`src/rtl/sfx_pkg.sv`:
```
// ----------------------------------------------------------------------------
// sfx_pkg
// Shared types and constants of the SPI frame transmitter.
// ----------------------------------------------------------------------------
package sfx_pkg;

    localparam int FRAME_BYTES  = 8;
    localparam int PAYLOAD_DEPTH = FRAME_BYTES - 1;
    localparam int PAYLOAD_AW   = (PAYLOAD_DEPTH > 1) ? $clog2(PAYLOAD_DEPTH) : 1;
    localparam int BYTE_POS_W   = $clog2(FRAME_BYTES + 1);

    localparam int HALF_PERIOD_RESET  = 100;
    localparam int CFG_DATA_W         = 16;

    typedef enum logic [1:0] {
        OP_TICK  = 2'd0,
        OP_LOAD  = 2'd1,
        OP_START = 2'd2
    } opcode_t;

    typedef enum logic {
        REG_HALF_PERIOD  = 1'b0,
        REG_COMMAND_BYTE = 1'b1
    } reg_index_t;

    typedef struct packed {
        logic chip_select;
        logic data_out;
        logic serial_clock;
        logic busy_res;
        logic accepted;
        logic frame_done;
    } result_t;

endpackage

```
`src/rtl/sfx_ram.sv`:
```
// ----------------------------------------------------------------------------
// sfx_ram
// Generic single-write, single-read RAM with registered read data.
// ----------------------------------------------------------------------------
module sfx_ram #(
    parameter int WIDTH = 8,
    parameter int DEPTH = 7,
    localparam int AW = (DEPTH > 1) ? $clog2(DEPTH) : 1
) (
    input  logic             clk,
    input  logic             we,
    input  logic [AW-1:0]    waddr,
    input  logic [WIDTH-1:0] wdata,
    input  logic [AW-1:0]    raddr,
    output logic [WIDTH-1:0] rdata
);

    logic [WIDTH-1:0] mem [DEPTH];

    always_ff @(posedge clk)
    begin
        if (we)
        begin
            mem[waddr] <= wdata;
        end
        rdata <= mem[raddr];
    end

endmodule

```
`src/rtl/sfx_core.sv`:
```
// ----------------------------------------------------------------------------
// sfx_core
// Transfer sequencer: payload store, bit timing and line levels.
// ----------------------------------------------------------------------------
module sfx_core (
    input  logic                    clk,
    input  logic                    rst_n,
    input  logic                    accept,
    input  logic [1:0]              opcode,
    input  logic [2:0]              byte_index,
    input  logic [7:0]              byte_value,
    input  logic                    last_byte,
    input  logic [15:0]             half_period,
    input  logic [7:0]              command_byte,
    output sfx_pkg::result_t        result
);
    import sfx_pkg::*;

    typedef enum logic [1:0] {
        PH_FALL = 2'd0,
        PH_RISE = 2'd1,
        PH_END  = 2'd2
    } phase_t;

    logic                  pending_reg,  pending_next;
    logic                  active_reg,   active_next;
    logic [15:0]           wait_reg,     wait_next;
    logic [BYTE_POS_W-1:0] byte_pos_reg, byte_pos_next;
    logic [2:0]            bit_pos_reg,  bit_pos_next;
    phase_t                phase_reg,    phase_next;
    logic                  cs_reg,       cs_next;
    logic                  data_reg,     data_next;
    logic                  sclk_reg,     sclk_next;

    logic                  acc_c;
    logic                  done_c;
    logic                  ram_we_c;
    logic [16:0]           wait_inc;
    logic                  elapsed;
    logic [7:0]            ram_rdata;
    logic [7:0]            cur_byte;
    logic [BYTE_POS_W-1:0] rd_pos;
    logic [PAYLOAD_AW-1:0] raddr;
    logic [BYTE_POS_W:0]   byte_pos_inc;

    // read address follows the position the next tick will use
    assign rd_pos = accept ? byte_pos_next : byte_pos_reg;
    assign raddr  = (rd_pos == '0 || int'(rd_pos) >= FRAME_BYTES)
                  ? '0 : PAYLOAD_AW'(rd_pos - BYTE_POS_W'(1));

    sfx_ram #(
        .WIDTH (8),
        .DEPTH (PAYLOAD_DEPTH)
    ) u_payload (
        .clk   (clk),
        .we    (ram_we_c & accept),
        .waddr (PAYLOAD_AW'(byte_index)),
        .wdata (byte_value),
        .raddr (raddr),
        .rdata (ram_rdata)
    );

    assign cur_byte     = (byte_pos_reg == '0) ? command_byte : ram_rdata;
    assign wait_inc     = {1'b0, wait_reg} + 17'd1;
    assign elapsed      = (wait_inc >= {1'b0, half_period});
    assign byte_pos_inc = {1'b0, byte_pos_reg} + (BYTE_POS_W + 1)'(1);

    always_comb
    begin
        pending_next  = pending_reg;
        active_next   = active_reg;
        wait_next     = wait_reg;
        byte_pos_next = byte_pos_reg;
        bit_pos_next  = bit_pos_reg;
        phase_next    = phase_reg;
        cs_next       = cs_reg;
        data_next     = data_reg;
        sclk_next     = sclk_reg;
        acc_c         = 1'b0;
        done_c        = 1'b0;
        ram_we_c      = 1'b0;
        case (opcode)
            OP_LOAD:
            begin
                if (!active_reg && int'(byte_index) < PAYLOAD_DEPTH)
                begin
                    ram_we_c = 1'b1;
                    acc_c    = 1'b1;
                    if (last_byte)
                    begin
                        pending_next = 1'b1;
                    end
                end
            end
            OP_START:
            begin
                if (pending_reg && !active_reg)
                begin
                    active_next   = 1'b1;
                    wait_next     = '0;
                    byte_pos_next = '0;
                    bit_pos_next  = 3'd7;
                    phase_next    = PH_FALL;
                    cs_next       = 1'b0;
                    acc_c         = 1'b1;
                end
            end
            OP_TICK:
            begin
                if (active_reg)
                begin
                    if (!elapsed)
                    begin
                        wait_next = wait_inc[15:0];
                    end
                    else
                    begin
                        wait_next = '0;
                        case (phase_reg)
                            PH_FALL:
                            begin
                                sclk_next  = 1'b0;
                                data_next  = cur_byte[bit_pos_reg];
                                phase_next = PH_RISE;
                            end
                            PH_RISE:
                            begin
                                sclk_next  = 1'b1;
                                phase_next = PH_FALL;
                                if (bit_pos_reg == 3'd0)
                                begin
                                    bit_pos_next  = 3'd7;
                                    byte_pos_next = byte_pos_inc[BYTE_POS_W-1:0];
                                    if (int'(byte_pos_inc) >= FRAME_BYTES)
                                    begin
                                        phase_next = PH_END;
                                    end
                                end
                                else
                                begin
                                    bit_pos_next = bit_pos_reg - 3'd1;
                                end
                            end
                            default:
                            begin
                                cs_next       = 1'b1;
                                data_next     = 1'b0;
                                sclk_next     = 1'b0;
                                active_next   = 1'b0;
                                pending_next  = 1'b0;
                                byte_pos_next = '0;
                                bit_pos_next  = 3'd7;
                                phase_next    = PH_FALL;
                                done_c        = 1'b1;
                            end
                        endcase
                    end
                end
            end
            default:
            begin
            end
        endcase
    end

    always_ff @(posedge clk or negedge rst_n)
    begin
        if (!rst_n)
        begin
            pending_reg  <= 1'b0;
            active_reg   <= 1'b0;
            wait_reg     <= '0;
            byte_pos_reg <= '0;
            bit_pos_reg  <= 3'd7;
            phase_reg    <= PH_FALL;
            cs_reg       <= 1'b1;
            data_reg     <= 1'b0;
            sclk_reg     <= 1'b0;
        end
        else if (accept)
        begin
            pending_reg  <= pending_next;
            active_reg   <= active_next;
            wait_reg     <= wait_next;
            byte_pos_reg <= byte_pos_next;
            bit_pos_reg  <= bit_pos_next;
            phase_reg    <= phase_next;
            cs_reg       <= cs_next;
            data_reg     <= data_next;
            sclk_reg     <= sclk_next;
        end
    end

    always_comb
    begin
        result.chip_select  = cs_next;
        result.data_out     = data_next;
        result.serial_clock = sclk_next;
        result.busy_res     = active_next;
        result.accepted     = acc_c;
        result.frame_done   = done_c;
    end

endmodule

```
`src/rtl/spi_master_frame_transmitter.sv`:
```
// ----------------------------------------------------------------------------
// spi_master_frame_transmitter
// Transmit-only SPI master (mode 0, MSB first) sending a fixed-length frame.
// ----------------------------------------------------------------------------
// Every input transaction (tick, load or start) yields exactly one result
// transaction carrying the line levels after that item. One item is taken per
// clock cycle: the sequencer state updates in the cycle it is accepted and the
// result sits in a single output register, refilled while it drains; a held
// result stalls the input. Payload bytes live in a small synchronous RAM
// whose read address tracks the byte the next tick will shift out, hiding its read latency.
// Loads and starts are refused (accepted = 0) while a frame is in flight.
// ----------------------------------------------------------------------------
module spi_master_frame_transmitter (
    input  logic                           clk,
    input  logic                           rst_n,
    input  logic                           in_valid,
    output logic                           in_ready,
    input  logic [1:0]                     opcode,
    input  logic [2:0]                     byte_index,
    input  logic [7:0]                     byte_value,
    input  logic                           last_byte,
    output logic                           out_valid,
    input  logic                           out_ready,
    output logic                           chip_select,
    output logic                           data_out,
    output logic                           serial_clock,
    output logic                           busy_res,
    output logic                           accepted,
    output logic                           frame_done,
    input  logic                           cfg_we,
    input  logic                           cfg_index,
    input  logic [sfx_pkg::CFG_DATA_W-1:0] cfg_data
);
    import sfx_pkg::*;

    logic        accept;
    logic [15:0] half_period_reg;
    logic [7:0]  command_reg;
    logic        out_valid_reg;
    result_t     res_reg;
    result_t     res_c;

    assign in_ready = !out_valid_reg || out_ready;
    assign accept   = in_valid && in_ready;

    sfx_core u_core (
        .clk          (clk),
        .rst_n        (rst_n),
        .accept       (accept),
        .opcode       (opcode),
        .byte_index   (byte_index),
        .byte_value   (byte_value),
        .last_byte    (last_byte),
        .half_period  (half_period_reg),
        .command_byte (command_reg),
        .result       (res_c)
    );

    always_ff @(posedge clk or negedge rst_n)
    begin
        if (!rst_n)
        begin
            half_period_reg <= 16'(HALF_PERIOD_RESET);
            command_reg     <= '0;
        end
        else if (cfg_we)
        begin
            case (reg_index_t'(cfg_index))
                REG_HALF_PERIOD:  half_period_reg <= cfg_data[15:0];
                REG_COMMAND_BYTE: command_reg     <= cfg_data[7:0];
                default:
                begin
                end
            endcase
        end
    end

    always_ff @(posedge clk or negedge rst_n)
    begin
        if (!rst_n)
        begin
            out_valid_reg <= 1'b0;
        end
        else if (accept)
        begin
            out_valid_reg <= 1'b1;
        end
        else if (out_ready)
        begin
            out_valid_reg <= 1'b0;
        end
    end

    always_ff @(posedge clk)
    begin
        if (accept)
        begin
            res_reg <= res_c;
        end
    end

    assign out_valid    = out_valid_reg;
    assign chip_select  = res_reg.chip_select;
    assign data_out     = res_reg.data_out;
    assign serial_clock = res_reg.serial_clock;
    assign busy_res     = res_reg.busy_res;
    assign accepted     = res_reg.accepted;
    assign frame_done   = res_reg.frame_done;

endmodule

```
`config.mk`:
```
export PLATFORM = sky130hd
export DESIGN_NAME = spi_master_frame_transmitter
export DESIGN_NICKNAME = d
export VERILOG_FILES = /design/src/rtl/sfx_pkg.sv /design/src/rtl/sfx_ram.sv /design/src/rtl/sfx_core.sv /design/src/rtl/spi_master_frame_transmitter.sv
export SDC_FILE = /design/constraint.sdc
export NUM_CORES = 1
export LEC_CHECK = 0
export BUFFER_PORTS_ARGS = -buffer_cell sky130_fd_sc_hd__buf_2
export CELL_PAD_IN_SITES_DETAIL_PLACEMENT = 0
export CELL_PAD_IN_SITES_GLOBAL_PLACEMENT = 1
export CORE_ASPECT_RATIO = 1.75
export CORE_UTILIZATION = 44
export DETAILED_ROUTE_END_ITERATION = 7
export PLACE_DENSITY_LB_ADDON = 0.25
export SYNTH_ARGS = -nofsm -noshare
export SYNTH_HDL_FRONTEND = slang
export SYNTH_SLANG_ARGS = --single-unit
```
`constraint.sdc`:
```
create_clock -name clk -period 4.55 [get_ports clk]
set_input_delay 0.91 -clock clk [delete_from_list [all_inputs] [get_ports clk]]
set_output_delay 0.91 -clock clk [all_outputs]
set_load 0.05 [all_outputs]
```
==> flow_summary.toml, run 1 <==
[synth]
yosysSeqAreaShare_pct = 55.2
synth_nets = 594
synth_area_leaders = "edfxtp_1 30%, dfrtp_1 19%, ha_1 5.1%, o21ai_0 3.2%, dfstp_2 3.0%"
synthesis.area_um2 = 6170
yosysTopAreaCell = "edfxtp_1"
ys_ff_latch = 125
ys_warn_count = 0
synth_edf_count = 62
syn_inst = 533
synth.distinct_cells = 62
synthFlopType = "edfxtp_1"
synthArstFlopShare_pct = 44.0
postSynthAreaPerCell_um2 = 11.6
synth_top_area_share_pct = 30.2

[global_routing]
grt.total_usage_pct = 20.4
grt_pass1_vias = 4503
grt_antenna_before_repair = 0
grt_max_degree = 32
overflow = 0
grt_first_pass_wirelength_mm = 22.3

[cts]
clock_sinks = 125
clk_pin_slew_ns = 0.06
cts_tree = "yes"
cts-root-buf = "clkbuf_16"
max-clock-path-buffers = 2
cts_max_level = 4
cts_hold_buffers = 0
cts_buffers = 17
clk_latency_ns = 0.41

[layout]
insertedDiodeCount = 0
largest_reg_flops = 56
final_common_cell = "edfxtp_1"
multi_input_area_um2 = 2730
final-seq-area_um2 = 3410
drive_above_1_share_pct = 33.9
nNetsFinal = 683
fillers = 1085
area_delta_synth_final_pct = 26.7
final_cell_mix = "62 x edfxtp_1, 48 x dfrtp_1, 45 x nand2_1, 43 x buf_2, 42 x buf_4"

[sta]
skew_ns = 0.0102
maxSlewViolCount = 0
tns_ns = 0
worst_pin_slew_ns = 1.20
finalWorstSetupSlack_ns = 0.0189
max_freq_mhz = 221
rsz0062_at_grt = "true"
period_needed_ns = 4.53
fin_crit_sh_pct = 99.6
final_hold_viol_count = 0
setup_viol = 0
slew_headroom_pct = 19.5

[placed_design]
pre_cts_slack_ns = -0.129
io_buffers = 43
place_congestion = 0.914
dp_hpwl_mm = 10.2

[floorplan]
rows = 56
design.die.area_um2 = 14500
initial_core_util_pct = 45.6
dieHeight_um = 159
core_um2 = 13500
die_x_um = 91.5
ios = 44

[worst_setup_path]
r2r_end = "u_core.u_payload.rdata[4]"
cp_slowest_cell = "o41a_1"
cpMostUsedCell = "buf_4"
crit_required_ns = 4.82
rr_worst_depth = 20
r2r_start = "u_core.wait_reg[1]"
path_cells = "ha_2 > and3_4 > buf_6 > nand3_4 > xnor2_2 > ha_1 > nand4_1 > o41a_1 > o211ai_2 > a211o_2 > nand2_2 > buf_4 > o31a_1 > ha_4 > a2111oi_4 > buf_4 > bufbuf_16 > a221oi_2 > a211oi_1 > a311oi_1"
setup.worst_path.class = "register to register"
end_kind = "register"
slowest_delay_ns = 0.45
cp_max_fo = 16
cp_top_family = "compound AO/OA/AOI/OAI gates"
arrival_ns = 4.80
rrSetupSlack_ns = 0.02
path_buf_inv = 4
critPathLaunchType = "register"

[routing]
via_per_inst = 5.50
finalWirelength_mm = 14.6
dr.pass1.iters = 5
drtIter0Drc = 259
drc = 0
vias = 4447
ant_nets = 0
wl_per_cell_um = 18.1

[run]
maxCapViolCount = 0

[min_path]
worstHoldPathType = "register to register"
hp-start = "u_core.wait_reg[14]"
whs_path_depth = 1
worst_hold_path.endpoint = "u_core.wait_reg[14]"

[outcome]
status = "finished, final reports clean"

[pwr]
leakage_nw = 3.22
vdd_drop_max_mv = 0.286
finalPower_mw = 2.96
p_per_area_nw_per_um2 = 379
[through the flow]
stage                     instances  util, %  area (µm²)  hold slack (ns)
after global routing            809     57.8        7820            0.504
after detailed placement        758     50.0        6760            0.485
after global placement          758     50.0        6760            0.474
final                           809     57.8        7820            0.487
after CTS                       792     54.7        7400            0.493
after floorplan                 533        -        6180            0.450
[kinds of logic after synthesis]
group,synth area share [%]
and+or+nand+nor,12.1
adders and majority gates,5.07
buffers and inverters,4.56
AOI/OAI and AO/OA,15.3
xor gates and xnor gates,2.27
muxes,5.50
DFF,55.2
[cell type report]
type | instances | share of cell area [%]
inverters | 39 | 1.87
clock inverters | 15 | 1.99
clock buffers | 17 | 5.44
well taps | 174 | 2.79
flip-flops and latches | 125 | 43.6
repair buffers | 96 | 9.45
multi-input cells | 343 | 34.9
[worst reg2reg max path, stage by stage (launching register included)]
cell and delay, ns:
dfrtp_1 0.39, ha_2 0.19, and3_4 0.20, buf_6 0.13
nand3_4 0.11, xnor2_2 0.16, ha_1 0.31, nand4_1 0.12
o41a_1 0.45, o211ai_2 0.12, a211o_2 0.20, nand2_2 0.07
buf_4 0.17, o31a_1 0.31, ha_4 0.19, a2111oi_4 0.39
buf_4 0.18, bufbuf_16 0.29, a221oi_2 0.05, a211oi_1 0.25
a311oi_1 0.10
[cells in the mapped netlist (7+ instances only)]
cell      count
clkbuf_1     13
dfxtp_1       8
dfrtp_1      48
dfstp_2       7
nand4_1       7
nand2_1      47
mux2i_1       8
nor3_1       15
ha_1         25
a221oi_2      8
nand3_1      15
xor2_1        9
nor2_1       32
mux2_2       13
a211oi_1     16
a21oi_1      13
o21ai_0      39
edfxtp_1     62
a311oi_1      8
inv_1        39
nor2b_1      13
xnor2_1       7
[routing by layer]
layer / share of wire, % / up-vias / GRT usage [%]
li1: - / 2135 / -
met3: 2.3 / 30 / 3.58
met1: 36 / 2182 / 20.1
met4: 3.5 / 0 / 11.3
met5: 0 / - / 0
met2: 58 / 100 / 39.7
[what timing repair did]
action                     4_1_cts  5_1_grt
gates cloned                     1        2
setup buffers                    1       16
setup endpoints to repair        7        8
resized for setup                5       55
pin swaps                        6       24
[worst max-delay path by stage]
stage          cells after the start                from  slack, ns                   endpoint
2_1_floorplan                     23  u_core.wait_reg[0]       0.01  u_core.u_payload.rdata[5]
3_3_place_gp                      23  u_core.wait_reg[1]      -0.02  u_core.u_payload.rdata[6]
3_5_place_dp                      22  u_core.wait_reg[1]      -0.13  u_core.u_payload.rdata[6]
4_1_cts                           19  u_core.wait_reg[0]       0.01  u_core.u_payload.rdata[0]
5_1_grt                           19  u_core.wait_reg[1]      -0.09  u_core.u_payload.rdata[4]
6_report                          20  u_core.wait_reg[1]       0.02  u_core.u_payload.rdata[4]
[where the power goes]
| part | internal (mW) | switching (mW) |
|---|---|---|
| Clock | 0.772 | 0.557 |
| Sequential | 1.25 | 0.0450 |
| Combinational | 0.143 | 0.190 |
| Total | 2.17 | 0.791 |
Power figures use the tool's default switching activity.
==> inputs of run 2 (changes only) <==
==> constraint.sdc (replaced) <==
create_clock -name clk -period 4.55 [get_ports clk]
set_input_delay 0.455 -clock clk [delete_from_list [all_inputs] [get_ports clk]]
set_output_delay 0.455 -clock clk [all_outputs]
set_load 0.05 [all_outputs]
==> flow_summary.toml, run 2 (same netlist as run 1, synthesis figures left out) <==
[sta]
rsz0062_at_grt = "true"
skew_ns = 0.00904
setup_viol = 0
finalWorstSetupSlack_ns = 0.116
slew_headroom_pct = 17.6
period_needed_ns = 4.43
max_freq_mhz = 226
fin_crit_sh_pct = 97.4
timing.hold.ws_ns = 0.169
maxSlewViolCount = 0
worst_pin_slew_ns = 1.23
final_hold_viol_count = 0

[pwr]
vdd_drop_max_mv = 0.292
swShare_pct = 27.9
combinationalPowerShare_pct = 10.7
pwr-share-seq_pct = 44.2
p_per_area_nw_per_um2 = 378
finalPower_mw = 2.94
leakage_nw = 3.21
p_clk_share_pct = 45.1
p_sw_mw = 0.821
p_int_mw = 2.12

[floorplan]
core_um2 = 13500
ios = 44
die_x_um = 91.5
initial_core_util_pct = 45.6
design.die.area_um2 = 14500
dieHeight_um = 159
rows = 56

[routing]
via_per_inst = 5.50
finalWirelength_mm = 14.5
dr.pass1.iters = 4
ant_nets = 0
drc = 0
vias = 4470
wl_per_cell_um = 17.9
drtIter0Drc = 262

[layout]
insertedDiodeCount = 0
final_cell_mix = "62 x edfxtp_1, 48 x dfrtp_1, 47 x buf_4, 45 x nand2_1, 43 x buf_2"
nNetsFinal = 687
final_common_cell = "edfxtp_1"
postLayoutCellArea_um2 = 7780
drive_above_1_share_pct = 34.6
largest_reg_flops = 56
area_delta_synth_final_pct = 26.2

[placed_design]
dp_hpwl_mm = 10.2
io_buffers = 43
place_congestion = 0.901
placed_area_um2 = 6750
pre_cts_slack_ns = -0.139

[worst_setup_path]
setup.worst_path.class = "register to register"
critPathLaunchType = "register"
end_kind = "register"
rrSetupSlack_ns = 0.12
arrival_ns = 4.72
cp_max_fo = 7
crit_required_ns = 4.83

[cts]
max-clock-path-buffers = 2
cts_max_level = 4
cts_tree = "yes"
cts_buffers = 17
cts-root-buf = "clkbuf_16"
clock_sinks = 125
clk_pin_slew_ns = 0.07
clk_latency_ns = 0.42

[min_path]
worstHoldPathType = "primary input to async pin"

[run]
maxCapViolCount = 0

[outcome]
status = "finished, final reports clean"

[global_routing]
grt_pass1_vias = 4515
met2_usage_pct = 39.9
grt_first_pass_wirelength_mm = 22.2
overflow = 0
grt.met1_usage_pct = 19.7
grt.total_usage_pct = 20.4
grt_antenna_before_repair = 0
busiest_layer = "met2"
grt_max_degree = 56
met3_usage_pct = 3.15
run 2: per-layer routing:
layer	vias up	share of wire (%)
met5	-	0
met4	0	4.0
met3	34	2.4
met2	101	57
met1	2187	36
li1	2148	-
run 2: area by class of cell:
class	instances	area, µm²
inverters	39	146
repair buffers	100	707
flip-flops and latches	125	3410
clock inverters	15	165
fillers	1089	5740
multi-input cells	343	2720
well taps	174	218
clock buffers	17	425
run 2: metrics by stage:
step	setup TNS, ns	utilization, %	std cells
2_1_floorplan	0	-	533
3_3_place_gp	-0.0297	49.9	757
3_5_place_dp	-0.729	49.9	757
4_1_cts	0	54.7	791
5_1_grt	-0.623	57.6	813
6_report	0	57.6	813
run 2: power groups by stage:
stage	registers [mW]	clock network [mW]	logic (mW)
after floorplan	1.32	0	0.181
after global placement	1.32	0	0.293
after detailed placement	1.32	0	0.302
after CTS	1.30	1.34	0.305
after global routing	1.31	1.40	0.353
final	1.30	1.33	0.315
run 2: what timing repair did:
action / CTS / global route
resized for setup: 5 / 55
hold buffers: 0 / 0
cloned: 1 / 0
pin swaps: 6 / 33
setup buffers: 1 / 24
endpoints found under the setup margin: 7 / 8
run 2: worst paths after layout:
kind                                              to                from  cells past startpoint
max                        u_core.u_payload.rdata[0]  u_core.wait_reg[1]                     24
min                                        out_valid               rst_n                      2
max reg2reg                u_core.u_payload.rdata[0]  u_core.wait_reg[1]                     24
min reg2reg                       half_period_reg[2]  half_period_reg[2]                      2
max in group asynchronous             command_reg[7]               rst_n                      2
min in group clk                           out_valid            in_valid                      2
run 2: critical path, cell delays in order (launching register included):
cell	delay [ns]
dfrtp_1	0.40
ha_2	0.19
and3_4	0.20
and3_4	0.20
nand3_4	0.12
nor2_4	0.15
xor2_2	0.17
ha_1	0.28
a21oi_2	0.14
o21a_1	0.15
o21ai_2	0.07
a211o_2	0.34
nand2_2	0.09
nor2_2	0.05
o21ai_1	0.14
nand2_1	0.10
o31a_1	0.15
ha_4	0.18
a2111oi_4	0.41
clkbuf_16	0.24
buf_8	0.12
buf_6	0.09
a221oi_2	0.03
a211oi_2	0.23
a311oi_2	0.08
